<file path="config.mk">
export PLATFORM = sky130hd
export DESIGN_NAME = aptl_queue
export DESIGN_NICKNAME = d
export VERILOG_FILES = /design/src/design/aptl_pkg.sv /design/src/design/aptl_queue.sv
export SDC_FILE = /design/constraint.sdc
export NUM_CORES = 1
export LEC_CHECK = 0
export ABC_AREA = 1
export BUFFER_PORTS_ARGS = -buffer_cell sky130_fd_sc_hd__buf_2
export CAP_MARGIN = 20
export CORE_MARGIN = 8
export CORE_UTILIZATION = 24
export CTS_CLUSTER_DIAMETER = 40
export DETAILED_ROUTE_END_ITERATION = 12
export PLACE_DENSITY_LB_ADDON = 0.1
export SLEW_MARGIN = 20
export SYNTH_ARGS = -nofsm -noshare
export SYNTH_HDL_FRONTEND = slang
export SYNTH_SLANG_ARGS = --single-unit
</file>
<file path="constraint.sdc">
create_clock -name aclk -period 9.85 [get_ports aclk]
set_input_delay 0.985 -clock aclk [delete_from_list [all_inputs] [get_ports aclk]]
set_output_delay 0.985 -clock aclk [all_outputs]
set_load 0.01 [all_outputs]
</file>
<file path="src/design/aptl_pkg.sv">
// ----------------------------------------------------------------------------
// aptl_pkg: shared types and constants of the pose tracking law
// Item and configuration structs, register indexes, CORDIC tables and
// pipeline latencies used by the front, queue, arithmetic units and back.
// ----------------------------------------------------------------------------
package aptl_pkg;

    // Configuration register indexes
    localparam int CFG_IDX_W = 8;
    localparam logic [CFG_IDX_W-1:0] CFG_GAIN_LONG  = 8'd0;
    localparam logic [CFG_IDX_W-1:0] CFG_GAIN_LAT   = 8'd1;
    localparam logic [CFG_IDX_W-1:0] CFG_GAIN_HEAD  = 8'd2;
    localparam logic [CFG_IDX_W-1:0] CFG_WB_LEN     = 8'd3;
    localparam logic [15:0] CFG_RESET_VAL = 16'd256;

    // CORDIC step count and arctangent table, Q.16 radians
    localparam int STEPS = 16;
    localparam int ATAN_TAB [16] = '{
        51472, 30386, 16055, 8150, 4091, 2047, 1024, 512,
        256, 128, 64, 32, 16, 8, 4, 2
    };

    // Steering limit, Q2.12 radians (pi/2)
    localparam logic signed [13:0] STEER_MAX = 14'sd6434;

    // Latencies of the arithmetic units, in enabled cycles
    localparam int TRIG_LAT = 18;
    localparam int DIV_LAT  = 44;
    localparam int MUL_LAT  = 5;

    typedef struct packed {
        logic [15:0] gain_long;
        logic [15:0] gain_lat;
        logic [15:0] gain_head;
        logic [15:0] wb_len;
    } cfg_t;

    // Classified item: errors plus the fields the back still needs
    typedef struct packed {
        logic signed [32:0] ex;
        logic signed [32:0] ey;
        logic signed [16:0] eth;
        logic signed [15:0] ath;
        logic signed [15:0] v;
        logic signed [13:0] phi;
    } item_t;

    // Steering override from the ratio stage
    typedef enum logic [1:0] {
        SPEC_NONE,
        SPEC_ZERO,
        SPEC_MAX
    } spec_t;

endpackage

</file>
<file path="src/design/aptl_queue.sv">
// ----------------------------------------------------------------------------
// aptl_queue: item queue between front and back
// Small register FIFO that decouples input acceptance from the
// arithmetic pipeline.
// ----------------------------------------------------------------------------
module aptl_queue #(
    parameter int DEPTH = 4
) (
    input  logic                aclk,
    input  logic                aresetn,
    input  logic                push,
    input  aptl_pkg::item_t     din,
    output logic                full,
    input  logic                pop,
    output logic                valid,
    output aptl_pkg::item_t     dout
);

    localparam int PW = $clog2(DEPTH);
    localparam int CW = $clog2(DEPTH + 1);

    aptl_pkg::item_t    mem_reg [DEPTH];
    logic [PW-1:0]      wr_ptr_reg, wr_ptr_next;
    logic [PW-1:0]      rd_ptr_reg, rd_ptr_next;
    logic [CW-1:0]      count_reg, count_next;

    assign full  = (count_reg == CW'(DEPTH));
    assign valid = (count_reg != '0);
    assign dout  = mem_reg[rd_ptr_reg];

    // Advance pointers and count
    always_comb begin
        wr_ptr_next = wr_ptr_reg;
        rd_ptr_next = rd_ptr_reg;
        count_next  = count_reg;
        if (push) begin
            wr_ptr_next = (wr_ptr_reg == PW'(DEPTH - 1)) ? '0 : wr_ptr_reg + 1'b1;
        end
        if (pop) begin
            rd_ptr_next = (rd_ptr_reg == PW'(DEPTH - 1)) ? '0 : rd_ptr_reg + 1'b1;
        end
        if (push && !pop) begin
            count_next = count_reg + 1'b1;
        end else if (pop && !push) begin
            count_next = count_reg - 1'b1;
        end
    end

    always_ff @(posedge aclk) begin
        if (!aresetn) begin
            wr_ptr_reg <= '0;
            rd_ptr_reg <= '0;
            count_reg  <= '0;
        end else begin
            wr_ptr_reg <= wr_ptr_next;
            rd_ptr_reg <= rd_ptr_next;
            count_reg  <= count_next;
        end
    end

    always_ff @(posedge aclk) begin
        if (push) begin
            mem_reg[wr_ptr_reg] <= din;
        end
    end

`ifndef SYNTH
    a_count_bound: assert property (@(posedge aclk) disable iff (!aresetn)
        count_reg <= CW'(DEPTH))
        else $error("queue count beyond depth");
    a_no_pop_empty: assert property (@(posedge aclk) disable iff (!aresetn)
        pop |-> count_reg != '0)
        else $error("queue popped while empty");
    a_push_grows: assert property (@(posedge aclk) disable iff (!aresetn)
        push && !pop |=> count_reg == $past(count_reg) + 1'b1)
        else $error("queue count did not follow push");
`endif

endmodule

</file>
; ---- After elaboration in Yosys (flattened, before gate mapping)
; Memory sizes are Yosys's and may differ from the RTL's. A register that Yosys moved wholly into a read port is not among the register bits.
; Index checks and enable logic that the tools add are counted.
; W data, S select, Z words.
[totals]
ram_bits = 516
in_bits = 133
memories = 1
out_inout_bits = 131
reg_bits = 7
[classes]
mux = 8
n_addsub = 4
eq_ne = 3
n_reduce_logical = 6
[memory_table]
columns = name, depth, width, rd, rd_ports_with_merged_regs, write_ports, line
row1 = mem_reg, 4, 129, 1, 1, 1, aptl_queue.sv:22  ; aptl_pkg::item_t mem_reg [DEPTH];
[ops]
columns = operator, n
row1 = $mux W2, 4
row2 = $mux W3, 2
row3 = $add A2 B1 Y2 const B, 2
row4 = $eq A2 B2 Y1 const B, 2
row5 = $add A3 B1 Y3 const B, 1
row6 = $eq A3 B3 Y1 const B, 1
row7 = $reduce_bool A3 Y1, 1
row8 = $sub A3 B1 Y3 const B, 1
row9 = $logic_and A1 B1 Y1, 2
row10 = $logic_not A1 Y1, 2
row11 = $mux W1, 2
row12 = $reduce_bool A2 Y1, 1

; ---- Logic depth before layout (Yosys ltp)
[depth]
word_depth = 4
depth_mapped = 10
mapped_depth_nobuf = 10

; ---- Least setup slack after synthesis
; Ideal clock, no wire load.
[synth_path]
path_type = input-to-reg
from = input push
to = memory mem_reg[3][0] (netlist bit), enable pin
arrival_time_ns = 3.507
required_ns = 9.368
cell_stages = 2
path_buffers = 0
setup_ns = 0.482
path_slack_ns = 5.861
path_cell_list = nand2_1 > inv_1
[synth_via]
elab_chain_len = 2
[synth_lines]
columns = element, line
row1 = "start, declared", aptl_queue.sv:11  ; input logic push,
row2 = $mux W1, aptl_queue.sv:62  ; if (push) begin
row3 = $mux W1 (implied by the code), aptl_queue.sv:63  ; mem_reg[wr_ptr_reg] <= din;
row4 = "end, declared", aptl_queue.sv:22
; Every way passes these cells.

==> out/metrics.csv <==
metric;value;unit
run_status;finished clean;
drc;0;
sequential_cell_area;15700;um2
clock_path_buffers;3;
tritoncts_num_sinks;525;
ctsResizeCount;0;
max-cap-violations;0;
min-delay-path-class;reg -> reg;
io-pin-count;264;
slew_headroom;0.302;
post_synth_instance_area;19600;um2
syn_to_final_growth;29.0;%
postCtsSetupRepairBufs;0;
vdd.ir_drop.worst;124;uV
core-area;80700;um2
postCtsHoldBufs;0;
power.static_leakage;8.76;nW
global_route_wire_length_before_repair;81600;um
row_count;104;
first_global_vias;12600;
drt_first_iter_violations;552;
fin_skew;0.0354;ns
nets;1744;
final.fill_count;8114;
htreeDepth;3;
report.final.slew_viol_count;0;
routabilityCongestion;0.679;
globalRoute.totalOverflow;0;
dieArea;90900;um2
setup-tns-final;0;ns
worstPathArrival;3.47;ns
worstPathMaxFanout;54;
port_buf_inserts;263;
drive_gt1_frac;0.265;
clock_insertion_delay_worst_skew;0.63;ns
timing.hold.worst_path_depth;2;
clkSlewWorstSetupHoldPaths;0.05;ns
worstRegToRegCells;4;
ys_types;21;
rsz_0062_raised_after_global_routing;no;
report.power.total;6.41;mW
fmax;0.224;GHz
numCtsBuffers;100;
detailedRoute.firstPassIterationCount;4;
worst_ep_required_time;8.87;ns
multi_input_comb_area;3290;um2
critical_path.endpoint_type;output port;
routedWlPerCell;20.0;um
hold_viol_final;0;
die_w;302;um
cts_tree;done;
worstPathCellList;inv_4 > buf_4 > buf_4 > o21ai_1 > o22ai_1 > buf_2;
finalCriticalPeriod;4.46;ns
power-per-cell-area;254;nW/um2
place.detailed.hpwl;30200;um
critical_path.slowest_cell;buf_4;
largest_register_ff_count;516;
startpoint_type;register;
netlist_instances;1307;
worst_pin_slew;1.05;ns
setup_viol;0;
grt_antenna_before_repair;15;
synth-warning-count;0;
proportion_of_synthesized_chip_area_in_sequential_cells;0.801;
initial_utilization;0.243;
average_cell_area_after_synthesis;15.0;um2
cpPeakStageDelay;0.69;ns
detail_route.vias_per_cell;4.34;
cts-root-buf;clkbuf_16;
largest_net_degree_at_the_start_of_global_routing;225;
r2r_setup_slk;7.53;ns
setup.worst_path.class;reg -> out;
ys_seq_elements;525;
mappedNetlistNets;1447;
global_routing_usage_summed_across_all_routing_layers;0.118;
critical_path.most_common_cell;buf_4;
detail_route.wirelength;55000;um
post-route-period-util;0.452;
drtAntennaViolNets;0;
floorplan.die.height;302;um
total_via_count_in_the_routed_design;12000;
## cell usage after synthesis
cell      number  area (um2)
edfxtp_1     516       15500
nor2_1       267        1000
o21ai_0      167         836
o22ai_1      129         807
o21ai_1       94         470
clkbuf_1      35         131
buf_4         21         158
buf_6         17         191
inv_1         15        56.3
dfxtp_1        9         180
nand2_1        9        33.8
buf_2          7        35.0
ha_1           6        75.1
clkbuf_2       4        20.0
a21oi_1        3        15.0
nor3_1         3        15.0
fa_1           1        20.0
inv_4          1        6.26
nand3_1        1        5.00
nand4_1        1        6.26
xor2_1         1        8.76
## worst paths after layout
kind | from | endpoint
setup / recovery | register | dout[20]
hold / removal | wr_ptr_reg[1]$_SDFFE_PN0P_ | wr_ptr_reg[1]$_SDFFE_PN0P_
setup reg to reg | wr_ptr_reg[0]$_SDFFE_PN0P_ | mem_reg[1][73]$_DFFE_PP_
hold reg to reg | wr_ptr_reg[1]$_SDFFE_PN0P_ | wr_ptr_reg[1]$_SDFFE_PN0P_
## critical path: cells and delay by family (launching register included)
family,cells,cell delay (ns)
buffers and inverters,4,1.88
flip-flops,1,0.47
AO/OA/AOI/OAI,2,0.43
## stage by stage
stage | setup slack [ns] | hold slack [ns] | std cells | utilization | cell area (um2)
final | 5.39 | 0.532 | 2754 | 0.313 | 25300
after global routing | 5.04 | 0.514 | 2748 | 0.313 | 25200
after CTS | 5.16 | 0.494 | 2746 | 0.312 | 25200
after detailed placement | 5.86 | 0.532 | 2561 | 0.271 | 21800
after global placement | 5.87 | 0.526 | 2561 | 0.271 | 21800
after floorplan | 5.86 | 0.490 | 1307 | - | 19600
## metal layers
layer,GRT usage,share of wire,wire [um],up-vias
li1,-,-,-,5598
met1,0.145,0.43,23800,5957
met2,0.196,0.48,26300,295
met3,0.0398,0.066,3650,99
met4,0.0384,0.021,1160,12
met5,0,0.0015,81,-
## cell families after synthesis
family | Yosys count | share of synthesized area
buf+inv | 100 | 0.0306
compound gates | 393 | 0.109
xor+xnor | 1 | 0.000448
fa+ha+maj | 7 | 0.00486
simple gates | 281 | 0.0543
flops | 525 | 0.801
## where the power goes
part	total [mW]	switching [mW]	internal (mW)	leakage, nW
Combinational	0.485	0.336	0.150	2.33
Clock	3.34	1.18	2.16	1.61
Sequential	2.59	0.0278	2.56	4.82
## layout make-up
cell class / instances / area share
clock buffers: 112 / 0.102
inverters: 16 / 0.00357
clock inverters: 73 / 0.0318
repair buffers: 279 / 0.0582
diodes: 7 / 0.000694
well taps: 1060 / 0.0525
flip-flops and latches: 525 / 0.621
multi-input cells: 682 / 0.130
## cell usage in the layout (no fill, tap or decap), drive strengths merged
cell type,count
o21ai,261
bufinv,10
xor2,1
edfxtp,516
clkinvlp,12
a21oi,3
o22ai,129
diode,7
nand4,1
dfxtp,9
nor3,3
nand3,1
buf,279
fa,1
clkbuf,112
ha,6
inv,26
nand2,9
nor2,267
clkinv,41
Note: power is estimated with default switching activity, not from simulation.
