## config.mk

```make
export PLATFORM = sky130hd
export DESIGN_NAME = aptl_front
export DESIGN_NICKNAME = d
export VERILOG_FILES = /design/src/design/aptl_pkg.sv /design/src/design/aptl_front.sv
export SDC_FILE = /design/constraint.sdc
export NUM_CORES = 1
export LEC_CHECK = 0
export BUFFER_PORTS_ARGS = -buffer_cell sky130_fd_sc_hd__buf_2
export CAP_MARGIN = 20
export CORE_ASPECT_RATIO = 1.75
export CORE_MARGIN = 2
export CORE_UTILIZATION = 44
export CTS_CLUSTER_SIZE = 14
export DETAILED_ROUTE_END_ITERATION = 12
export GPL_ROUTABILITY_DRIVEN = 0
export HOLD_SLACK_MARGIN = 0.1
export MAX_ROUTING_LAYER = met4
export PLACE_DENSITY = 0.87
export SYNTH_ARGS = -nofsm -noshare
export SYNTH_HDL_FRONTEND = slang
export SYNTH_SLANG_ARGS = --single-unit
```

## constraint.sdc

```tcl
create_clock -name aclk -period 4.25 [get_ports aclk]
set_clock_uncertainty 0.15 [all_clocks]
set_input_delay 0.85 -clock aclk [delete_from_list [all_inputs] [get_ports aclk]]
set_output_delay 0.85 -clock aclk [all_outputs]
set_load 0.1 [all_outputs]
```

## src/design/aptl_pkg.sv

```systemverilog
// ----------------------------------------------------------------------------
// aptl_pkg: shared types and constants of the pose tracking law
// Item and configuration structs, register indexes, CORDIC tables and
// pipeline latencies used by the front, queue, arithmetic units and back.
// ----------------------------------------------------------------------------
package aptl_pkg;

    // Configuration register indexes
    localparam int CFG_IDX_W = 8;
    localparam logic [CFG_IDX_W-1:0] CFG_GAIN_LONG  = 8'd0;
    localparam logic [CFG_IDX_W-1:0] CFG_GAIN_LAT   = 8'd1;
    localparam logic [CFG_IDX_W-1:0] CFG_GAIN_HEAD  = 8'd2;
    localparam logic [CFG_IDX_W-1:0] CFG_WB_LEN     = 8'd3;
    localparam logic [15:0] CFG_RESET_VAL = 16'd256;

    // CORDIC step count and arctangent table, Q.16 radians
    localparam int STEPS = 16;
    localparam int ATAN_TAB [16] = '{
        51472, 30386, 16055, 8150, 4091, 2047, 1024, 512,
        256, 128, 64, 32, 16, 8, 4, 2
    };

    // Steering limit, Q2.12 radians (pi/2)
    localparam logic signed [13:0] STEER_MAX = 14'sd6434;

    // Latencies of the arithmetic units, in enabled cycles
    localparam int TRIG_LAT = 18;
    localparam int DIV_LAT  = 44;
    localparam int MUL_LAT  = 5;

    typedef struct packed {
        logic [15:0] gain_long;
        logic [15:0] gain_lat;
        logic [15:0] gain_head;
        logic [15:0] wb_len;
    } cfg_t;

    // Classified item: errors plus the fields the back still needs
    typedef struct packed {
        logic signed [32:0] ex;
        logic signed [32:0] ey;
        logic signed [16:0] eth;
        logic signed [15:0] ath;
        logic signed [15:0] v;
        logic signed [13:0] phi;
    } item_t;

    // Steering override from the ratio stage
    typedef enum logic [1:0] {
        SPEC_NONE,
        SPEC_ZERO,
        SPEC_MAX
    } spec_t;

endpackage

```

## src/design/aptl_front.sv

```systemverilog
// ----------------------------------------------------------------------------
// aptl_front: input stage of the pose tracking law
// Accepts input beats, forms the position and heading errors and hands
// the classified item to the queue.
// ----------------------------------------------------------------------------
module aptl_front (
    input  logic                aclk,
    input  logic                aresetn,
    input  logic                s_tvalid,
    output logic                s_tready,
    // actual_x, actual_y, actual_heading, target_x, target_y,
    // target_heading, target_speed, target_steer, 2 zero bits
    input  logic [191:0]        s_tdata,
    input  logic                q_full,
    output logic                q_push,
    output aptl_pkg::item_t     q_item
);

    logic                   vld_reg;
    logic                   vld_next;
    aptl_pkg::item_t        item_reg;
    aptl_pkg::item_t        item_next;
    logic                   s_accept;

    logic signed [31:0] ax, ay, tx, ty;
    logic signed [15:0] ath, tth;

    assign s_tready = !vld_reg || !q_full;
    assign s_accept = s_tvalid && s_tready;
    assign q_push   = vld_reg && !q_full;
    assign q_item   = item_reg;

    // Unpack the beat and form the errors
    always_comb begin
        ax = $signed(s_tdata[31:0]);
        ay = $signed(s_tdata[63:32]);
        ath = $signed(s_tdata[79:64]);
        tx = $signed(s_tdata[111:80]);
        ty = $signed(s_tdata[143:112]);
        tth = $signed(s_tdata[159:144]);
        item_next.ex = {tx[31], tx} - {ax[31], ax};
        item_next.ey = {ty[31], ty} - {ay[31], ay};
        item_next.eth = {tth[15], tth} - {ath[15], ath};
        item_next.ath = ath;
        item_next.v = $signed(s_tdata[175:160]);
        item_next.phi = $signed(s_tdata[189:176]);
    end

    // Hold the item until the queue takes it
    always_comb begin
        vld_next = vld_reg;
        if (s_accept) begin
            vld_next = 1'b1;
        end else if (q_push) begin
            vld_next = 1'b0;
        end
    end

    always_ff @(posedge aclk) begin
        if (!aresetn) begin
            vld_reg <= 1'b0;
        end else begin
            vld_reg <= vld_next;
        end
    end

    always_ff @(posedge aclk) begin
        if (s_accept) begin
            item_reg <= item_next;
        end
    end

endmodule

```

# Yosys cells after proc, flatten, opt, wreduce, memory -nomap -nowiden
# Cells that the tools add are included.
op_classes:
  addsub: 3
  n_mul: 0
  div_mod_pow: 0
  order_cmp: 0
  eq_ne: 0
  shift: 0
  muxes: 2
  bitwise_logic: 0
  n_reduce_logical: 6
ops:
  columns: ["cell", "n"]
  rows:
  - ["$sub 32x32->33", 2]
  - ["$sub 16x16->17", 1]
  - ["$logic_and 1x1->1", 2]
  - ["$logic_not 1->1", 2]
  - ["$mux 1", 2]
  - ["$reduce_bool 2->1", 1]
  - ["$logic_or 1x1->1", 1]
totals:
  reg_bits: 130
  latch_bits: 0
  ram_bits: 0
  romBits: 0
  input_bits: 196
  out_inout_bits: 131
  wordCells: 18
  memories: 0

# Longest topological paths before layout
# Gate-level depths: netlist (run 1).
depth:
  ltp_word: 4
  ltp_mapped: 13
  depth_no_buf: 13

# Worst setup path after synthesis (run 1)
# Ideal clock, no wire load.
synth_timing:
  path_kind: "input -> register"
  from: "in q_full"
  to: "reg item_reg (netlist bit q_item[0]), enable pin"
  setup_ps: 503
  t_arrival_ps: 4590
  required_time_ps: 3597
  slack_ps: -992
  cell_stages: 2
  n_path_buf: 0
  path_cell_list: "nand2_1 > and2_1"
synth_via:
  elab_chain_len: 3
synth_lines:
  columns: ["item", "line", "rtl"]
  rows:
  - ["from (decl)", "aptl_front.sv:14", "input logic q_full,"]
  - ["$logic_not 1->1", "aptl_front.sv:28", "assign s_tready = !vld_reg || !q_full;"]
  - ["$logic_or 1x1->1", "aptl_front.sv:28", null]
  - ["$logic_and 1x1->1", "aptl_front.sv:29", "assign s_accept = s_tvalid && s_tready;"]
  - ["named net s_accept", "aptl_front.sv:23", "logic s_accept;"]
  - ["to (signal assigned)", "aptl_front.sv:69", "item_reg <= item_next;"]
  - ["to (decl)", "aptl_front.sv:21", "aptl_pkg::item_t item_reg;"]
# The timed path passes the listed nets, and every way through them passes these cells.
# A chain may end at the register's enable or synchronous reset.

==> flow_summary_export.csv, run 1 <==
group,metric,value,unit
run_status,status,"finished, final reports clean",
global_route,grtUsageTotal,0.215,
placed_design,hpwlAfterDp,16.0,mm
global_route,grt_busiest_layer,"met2",
yosys,async_flop_share,0,
yosys,ys_types,54,
yosys,yosys_warnings,0,
yosys,synth_top_area_share,0.501,
detailed_routing,postRouteAntennaNets,0,
sta,finalHoldViolations,0,
detailed_routing,wl,19.9,mm
yosys,synthesis.nets,963,
critical_path,cp_max_fo,4,
run,drv_cap,0,
yosys,yosys_most_used_dff,"edfxtp_1",
clock_network,clockBufferDepth,2,
yosys,synth.mux.area_fraction,0,
yosys,synthSimpleGateAreaFrac,0.0717,
sta,worst_slew_pin_slew,0.672,ns
detailed_routing,drt-initial-drc-count,277,
floorplanning,die_height,179,um
sta,max_slew_margin,0.552,
min_path,hp-class,"reg -> reg",
clock_network,cts_setup_buffers,0,
yosys,synth_edf_count,129,
global_route,met1_usage,0.219,
clock_network,cts_made_buffers,17,
placed_design,place_inst,1238,
pwr,ir_worst_vdd,0.000287,V
yosys,netlist_instances,684,
global_route,grt_pass1_wl,30.7,mm
global_route,grt_max_degree,126,
critical_path,worst-path-buf-inv,1,
sta,fin_tns_setup,0,ns
yosys,synthTopCellsByCount,"129 x edfxtp_1, 103 x inv_1, 80 x ha_1, 56 x a21oi_1, 42 x xnor2_1",
critical_path,worstSetupPathType,"in -> reg",
clock_network,cts_sinks,130,
clock_network,cts-resized-gates,0,
sta,fin_crit,3.52,ns
cells_and_area,drive_above_1_share,0.357,
yosys,seq_area_frac_synth,0.503,
clock_network,clkTransAtPathRegs,0.06,ns
critical_path,cp_top_family,"compound AO/OA/AOI/OAI gates",
yosys,synthMostInstantiatedCell,"edfxtp_1",
clock_network,worstSkewPairLatency,0.40,ns
sta,setup_viol,0,
floorplanning,initial_utilization,0.445,
placed_design,io_buffers,324,
yosys,synth_top_family_by_area,"compound AO/OA/AOI/OAI gates",
yosys,ys_top_cells_by_area,"edfxtp_1 50%, ha_1 13%, inv_1 5.0%",
clock_network,cts_tree,"yes",
critical_path,critPathRequiredTime,4.25,ns
clock_network,cts_root_buf,"clkbuf_16",
yosys,synth_fa_ha_area_frac,0.137,
global_route,met2_usage,0.399,
critical_path,worstPathArrival,3.52,ns
sta,maxClockFrequency,284,MHz
floorplanning,rows,64,
yosys,synth-seq-cells,130,
detailed_routing,wire_per_inst,15.6,um
detailed_routing,drt_first_pass_iters,5,
cells_and_area,fin_cells,1274,
global_route,gr-total-overflow,0,
floorplanning,dieArea,18700,um2
cells_and_area,fillers,1477,
detailed_routing,routed_via_density,5.06,
global_route,grt_pass1_vias,6437,
global_route,met3_usage,0.0445,
detailed_routing,num_vias,6447,
yosys,syn_avg_cell_area,11.3,um2
clock_network,htreeDepth,4,
critical_path,cp_slowest_stage_delay,0.42,ns
yosys,synth_xor_area_frac,0.0747,
critical_path,critPathCaptureType,"flip-flop",
floorplanning,core-area,17400,um2
sta,grt_setup_unrepaired,"false",
yosys,synth_compound_area_frac,0.162,
cells_and_area,nets,1305,
critical_path,crit_chain,"buf_2 -> ha_1 -> fa_1 -> nor2b_1 -> o31a_1 -> o21ai_1 -> a211oi_1 -> o311ai_2 -> a31oi_1 -> a31o_2 -> a21o_1 -> a21oi_2 -> xnor2_1",
yosys,synth_largest_area_cell,"edfxtp_1",
clock_network,holdBufCountCts,0,
floorplanning,die_x,104,um
critical_path,slowest_stage,"fa_1",
global_route,antenna_found_initial,3,
critical_path,start_kind,"primary input",
sta,fin_crit_sh,0.829,
cells_and_area,largest_reg_flops,129,
pwr,power.leakage,5.05,nW
cells_and_area,syn_to_final_growth,32.7,%
detailed_routing,post-route-drc-count,0,
floorplanning,boundaryPins,327,
sta,slew_viol_final,0,
yosys,netlist_area,7730,um2
pwr,power_density,477,nW/um2
==> cell usage in the layout, fill, tap and decap left out, types with 22 or more instances in the layout <==
cell and instances:
xor2_1 24, buf_2 324, inv_1 103, o21ai_0 22, a21o_1 39, nand2_1 32
a21oi_1 56, nor2_1 22, edfxtp_1 129, xnor2_1 42, ha_1 80
==> cell type report <==
cell class | count | area (um2) | area share
Multi-Input combinational cell | 449 | 3450 | 0.336
Clock buffer | 17 | 425 | 0.0415
Sequential cell | 130 | 3890 | 0.379
Inverter | 103 | 387 | 0.0377
Tap cell | 231 | 289 | 0.0282
Antenna cell | 4 | 10.0 | 0.000975
Clock inverter | 15 | 168 | 0.0163
Timing Repair Buffer | 325 | 1640 | 0.160
==> through the flow <==
stage | setup WS [ns] | hold WS (ns) | power [mW] | util | instance area, um2
2_1_floorplan | 0.396 | 0.337 | 3.09 | - | 7730
3_3_place_gp | 0.425 | 0.353 | 3.41 | 0.556 | 9660
3_5_place_dp | 0.330 | 0.388 | 3.44 | 0.556 | 9660
4_1_cts | 0.767 | 0.398 | 4.94 | 0.590 | 10300
5_1_grt | 0.513 | 0.439 | 5.09 | 0.590 | 10300
6_report | 0.729 | 0.397 | 4.89 | 0.591 | 10300
==> path summary, 6_finish.rpt <==
kind	startpoint	cells past startpoint	slack (ns)	end
worst max-delay path	s_tdata[0]	13	0.73	q_item[126]$_DFFE_PP_
worst max register to register	vld_reg$_SDFFE_PN0P_	3	2.53	q_item[86]$_DFFE_PP_
worst min register to register	vld_reg$_SDFFE_PN0P_	2	0.40	vld_reg$_SDFFE_PN0P_
worst min-delay path	vld_reg$_SDFFE_PN0P_	2	0.40	vld_reg$_SDFFE_PN0P_
==> power breakdown <==
part	leakage (nW)	total, mW	internal (mW)	switching [mW]
clock	0.280	1.48	0.880	0.598
sequential	1.26	1.63	1.60	0.0328
combinational	3.51	1.79	0.414	1.37
total	5.05	4.89	2.89	2.00
==> worst min-delay path, stage by stage, from the launching register on <==
cell,delay [ns]
dfxtp_1,0.33
a21oi_1,0.13
nor2b_1,0.05
==> logic make-up (layout without fill, tap and decap cells) <==
kind of cell    after synthesis  in the layout
compound gates              189            189
flops                       130            130
simple gates                111            111
buf+inv                     105            460
fa+ha+maj                    83             83
xor+xnor                     66             66
other cells                   0              4
==> metal layers <==
| metal | wire length (um) | share of wire |
|---|---|---|
| met3 | 1120 | 0.056 |
| met2 | 10900 | 0.55 |
| met4 | 472 | 0.024 |
| met1 | 7360 | 0.37 |
| met5 | 0 | 0 |
No activity file was read; power rests on OpenSTA's default activity.
==> run 2: changes to the inputs <==
- clock period: 4.25 -> 2.9 ns (I/O delays scaled with it)
==> run 2 against run 1 <==
Against the previous run: the run now ends with negative setup slack left; first-iteration DRC count decreased by 21%; design area increased by 11%; global-route usage is 1.9 points higher; sequential share of layout area shrank 3.9 points; core utilization is 6.8 points higher; count of clock-buffer cells in the layout rose by 2; sequential power grew 47%; final cell count grew 8.2%; hold slack worse by 0.21 ns; power up 52%; largest power group unchanged.
==> flow_summary_export.csv, run 2 (synthesis results as in run 1) <==
group,metric,value,unit
critical_path,worstSetupPathType,"in -> reg",
critical_path,reg2reg_depth,3,
global_route,grt_max_degree,84,
sta,fin_tns_setup,-0.0577,ns
pwr,ir_worst_vdd,0.000461,V
sta,maxClockFrequency,340,MHz
run_status,status,"complete, but fails checks",
pwr,power.leakage,5.61,nW
sta,setup_viol,2,
sta,max_slew_margin,0.649,
global_route,grt_pass1_wl,32.7,mm
cells_and_area,utilization,0.658,
cells_and_area,drive_above_1_share,0.456,
min_path,hp-class,"in -> reg",
min_path,min_from,"s_tdata[161]",
sta,fin_crit_sh,1.01,
placed_design,io_buffers,324,
floorplanning,initial_utilization,0.445,
sta,grt_setup_unrepaired,"true",
cells_and_area,fin_cells,1379,
clock_network,cts_sinks,130,
cells_and_area,multi_input_area,3760,um2
floorplanning,die_x,104,um
critical_path,crit_start,"s_tdata[113]",
global_route,antenna_found_initial,5,
clock_network,htreeDepth,4,
global_route,gr-total-overflow,0,
detailed_routing,post-route-drc-count,0,
pwr,power_density,651,nW/um2
min_path,holdPathStages,1,
floorplanning,dieArea,18700,um2
cells_and_area,layout_common_cells,"315 x buf_2, 129 x edfxtp_1, 104 x buf_4, 96 x inv_1, 70 x ha_1",
floorplanning,rows,64,
detailed_routing,drt_first_pass_iters,7,
sta,worst_slew_pin_slew,0.530,ns
sta,layout_setup_ws,-0.0418,ns
detailed_routing,routed_via_density,5.04,
detailed_routing,postRouteAntennaNets,0,
cells_and_area,fillers,1351,
floorplanning,die_height,179,um
min_path,hold_end,"q_item[15]$_DFFE_PP_",
global_route,grt_pass1_vias,7000,
critical_path,critPathRequiredTime,2.92,ns
critical_path,reg2reg_from,"vld_reg$_SDFFE_PN0P_",
floorplanning,boundaryPins,327,
cells_and_area,largest_reg_flops,129,
cells_and_area,register_area,3890,um2
detailed_routing,num_vias,6944,
clock_network,cts_root_buf,"clkbuf_16",
run_status,violations,"negative setup slack",
sta,fin_crit,2.94,ns
placed_design,place_inst,1326,
global_route,grtUsageTotal,0.234,
cells_and_area,nets,1409,
clock_network,cts_tree,"yes",
cells_and_area,final_common_cell,"buf_2",
clock_network,clockBufferDepth,2,
pwr,finalPower,7.44,mW
clock_network,clkTransAtPathRegs,0.06,ns
critical_path,ff2ff_setup_slack,1.24,ns
clock_network,cts_made_buffers,17,
clock_network,worstSkewPairLatency,0.41,ns
clock_network,holdBufCountCts,0,
critical_path,critPathCaptureType,"flip-flop",
placed_design,hpwlAfterDp,17.5,mm
run,drv_cap,0,
floorplanning,core-area,17400,um2
critical_path,start_kind,"primary input",
cells_and_area,syn_to_final_growth,47.9,%
detailed_routing,drt-initial-drc-count,219,
sta,slew_viol_final,0,
critical_path,worstPathArrival,2.96,ns
critical_path,reg2reg_to,"q_item[93]$_DFFE_PP_",
critical_path,cp_max_fo,3,
detailed_routing,wire_per_inst,15.8,um
sta,finalHoldViolations,0,
detailed_routing,wl,21.8,mm
==> run 2: cell types whose count changed in the layout (fill, tap and decap cells not counted), moves of 5 or more <==
| cell | delta |
|---|---|
| o21ai_2 | +5 |
| ha_4 | +10 |
| ha_1 | -10 |
| a21oi_1 | -8 |
| buf_2 | -9 |
| inv_1 | -7 |
| o21ai_0 | -5 |
| buf_6 | +7 |
| a21oi_2 | +8 |
| buf_4 | +104 |
==> run 2: worst max path at each step <==
stage / slack (ns) / endpoint / cells past startpoint
after global placement: -0.45 / q_item[126]$_DFFE_PP_ / 14
after CTS: 0.007 / q_item[126]$_DFFE_PP_ / 14
after global routing: -0.11 / q_item[80]$_DFFE_PP_ / 13
after detailed placement: -0.51 / q_item[126]$_DFFE_PP_ / 14
after floorplan: -0.14 / q_item[80]$_DFFE_PP_ / 11
final: -0.04 / q_item[80]$_DFFE_PP_ / 12
==> run 2: where the power goes <==
group | internal [mW] | switching, mW
Combinational | 0.805 | 2.10
Clock | 1.35 | 0.792
Sequential | 2.34 | 0.0516
==> run 2: stage by stage <==
step / hold slack, ns / instance area, um2 / setup WS [ns]
6_report: 0.188 / 11400 / -0.0418
5_1_grt: 0.161 / 11400 / -0.112
4_1_cts: 0.167 / 11100 / 0.00688
3_5_place_dp: 0.393 / 10500 / -0.507
3_3_place_gp: 0.376 / 10500 / -0.450
2_1_floorplan: 0.357 / 7940 / -0.141
==> run 2: layer usage <==
metal  vias to the layer above  track usage  routed length (um)
li1                       3385            -                   -
met1                      3226        0.200                7180
met2                       271        0.442               12200
met3                        62       0.0792                1480
met4                         0        0.127                 968
met5                         -            -                   0
==> run 2: critical path, cell delays in order <==
cell      delay (ns)
buf_6           0.10
ha_4            0.22
nor2b_4         0.12
o31a_1          0.26
o31a_1          0.32
o31a_1          0.35
a31o_2          0.26
a21o_1          0.19
a21oi_2         0.21
o21bai_1        0.09
a21oi_1         0.17
xnor2_1         0.08
==> run 2: layout make-up <==
type / instances / area share
flip-flops and latches: 130 / 0.340
multi-input cells: 449 / 0.329
repair buffers: 429 / 0.217
clock buffers: 19 / 0.0379
inverters: 103 / 0.0356
well taps: 231 / 0.0253
clock inverters: 13 / 0.0138
diodes: 5 / 0.00109
==> run 2: what timing repair did <==
item,CTS,global route
pin swaps,2,41
resized for setup,2,48
buffers inserted,1,15
setup endpoints to repair,5,19
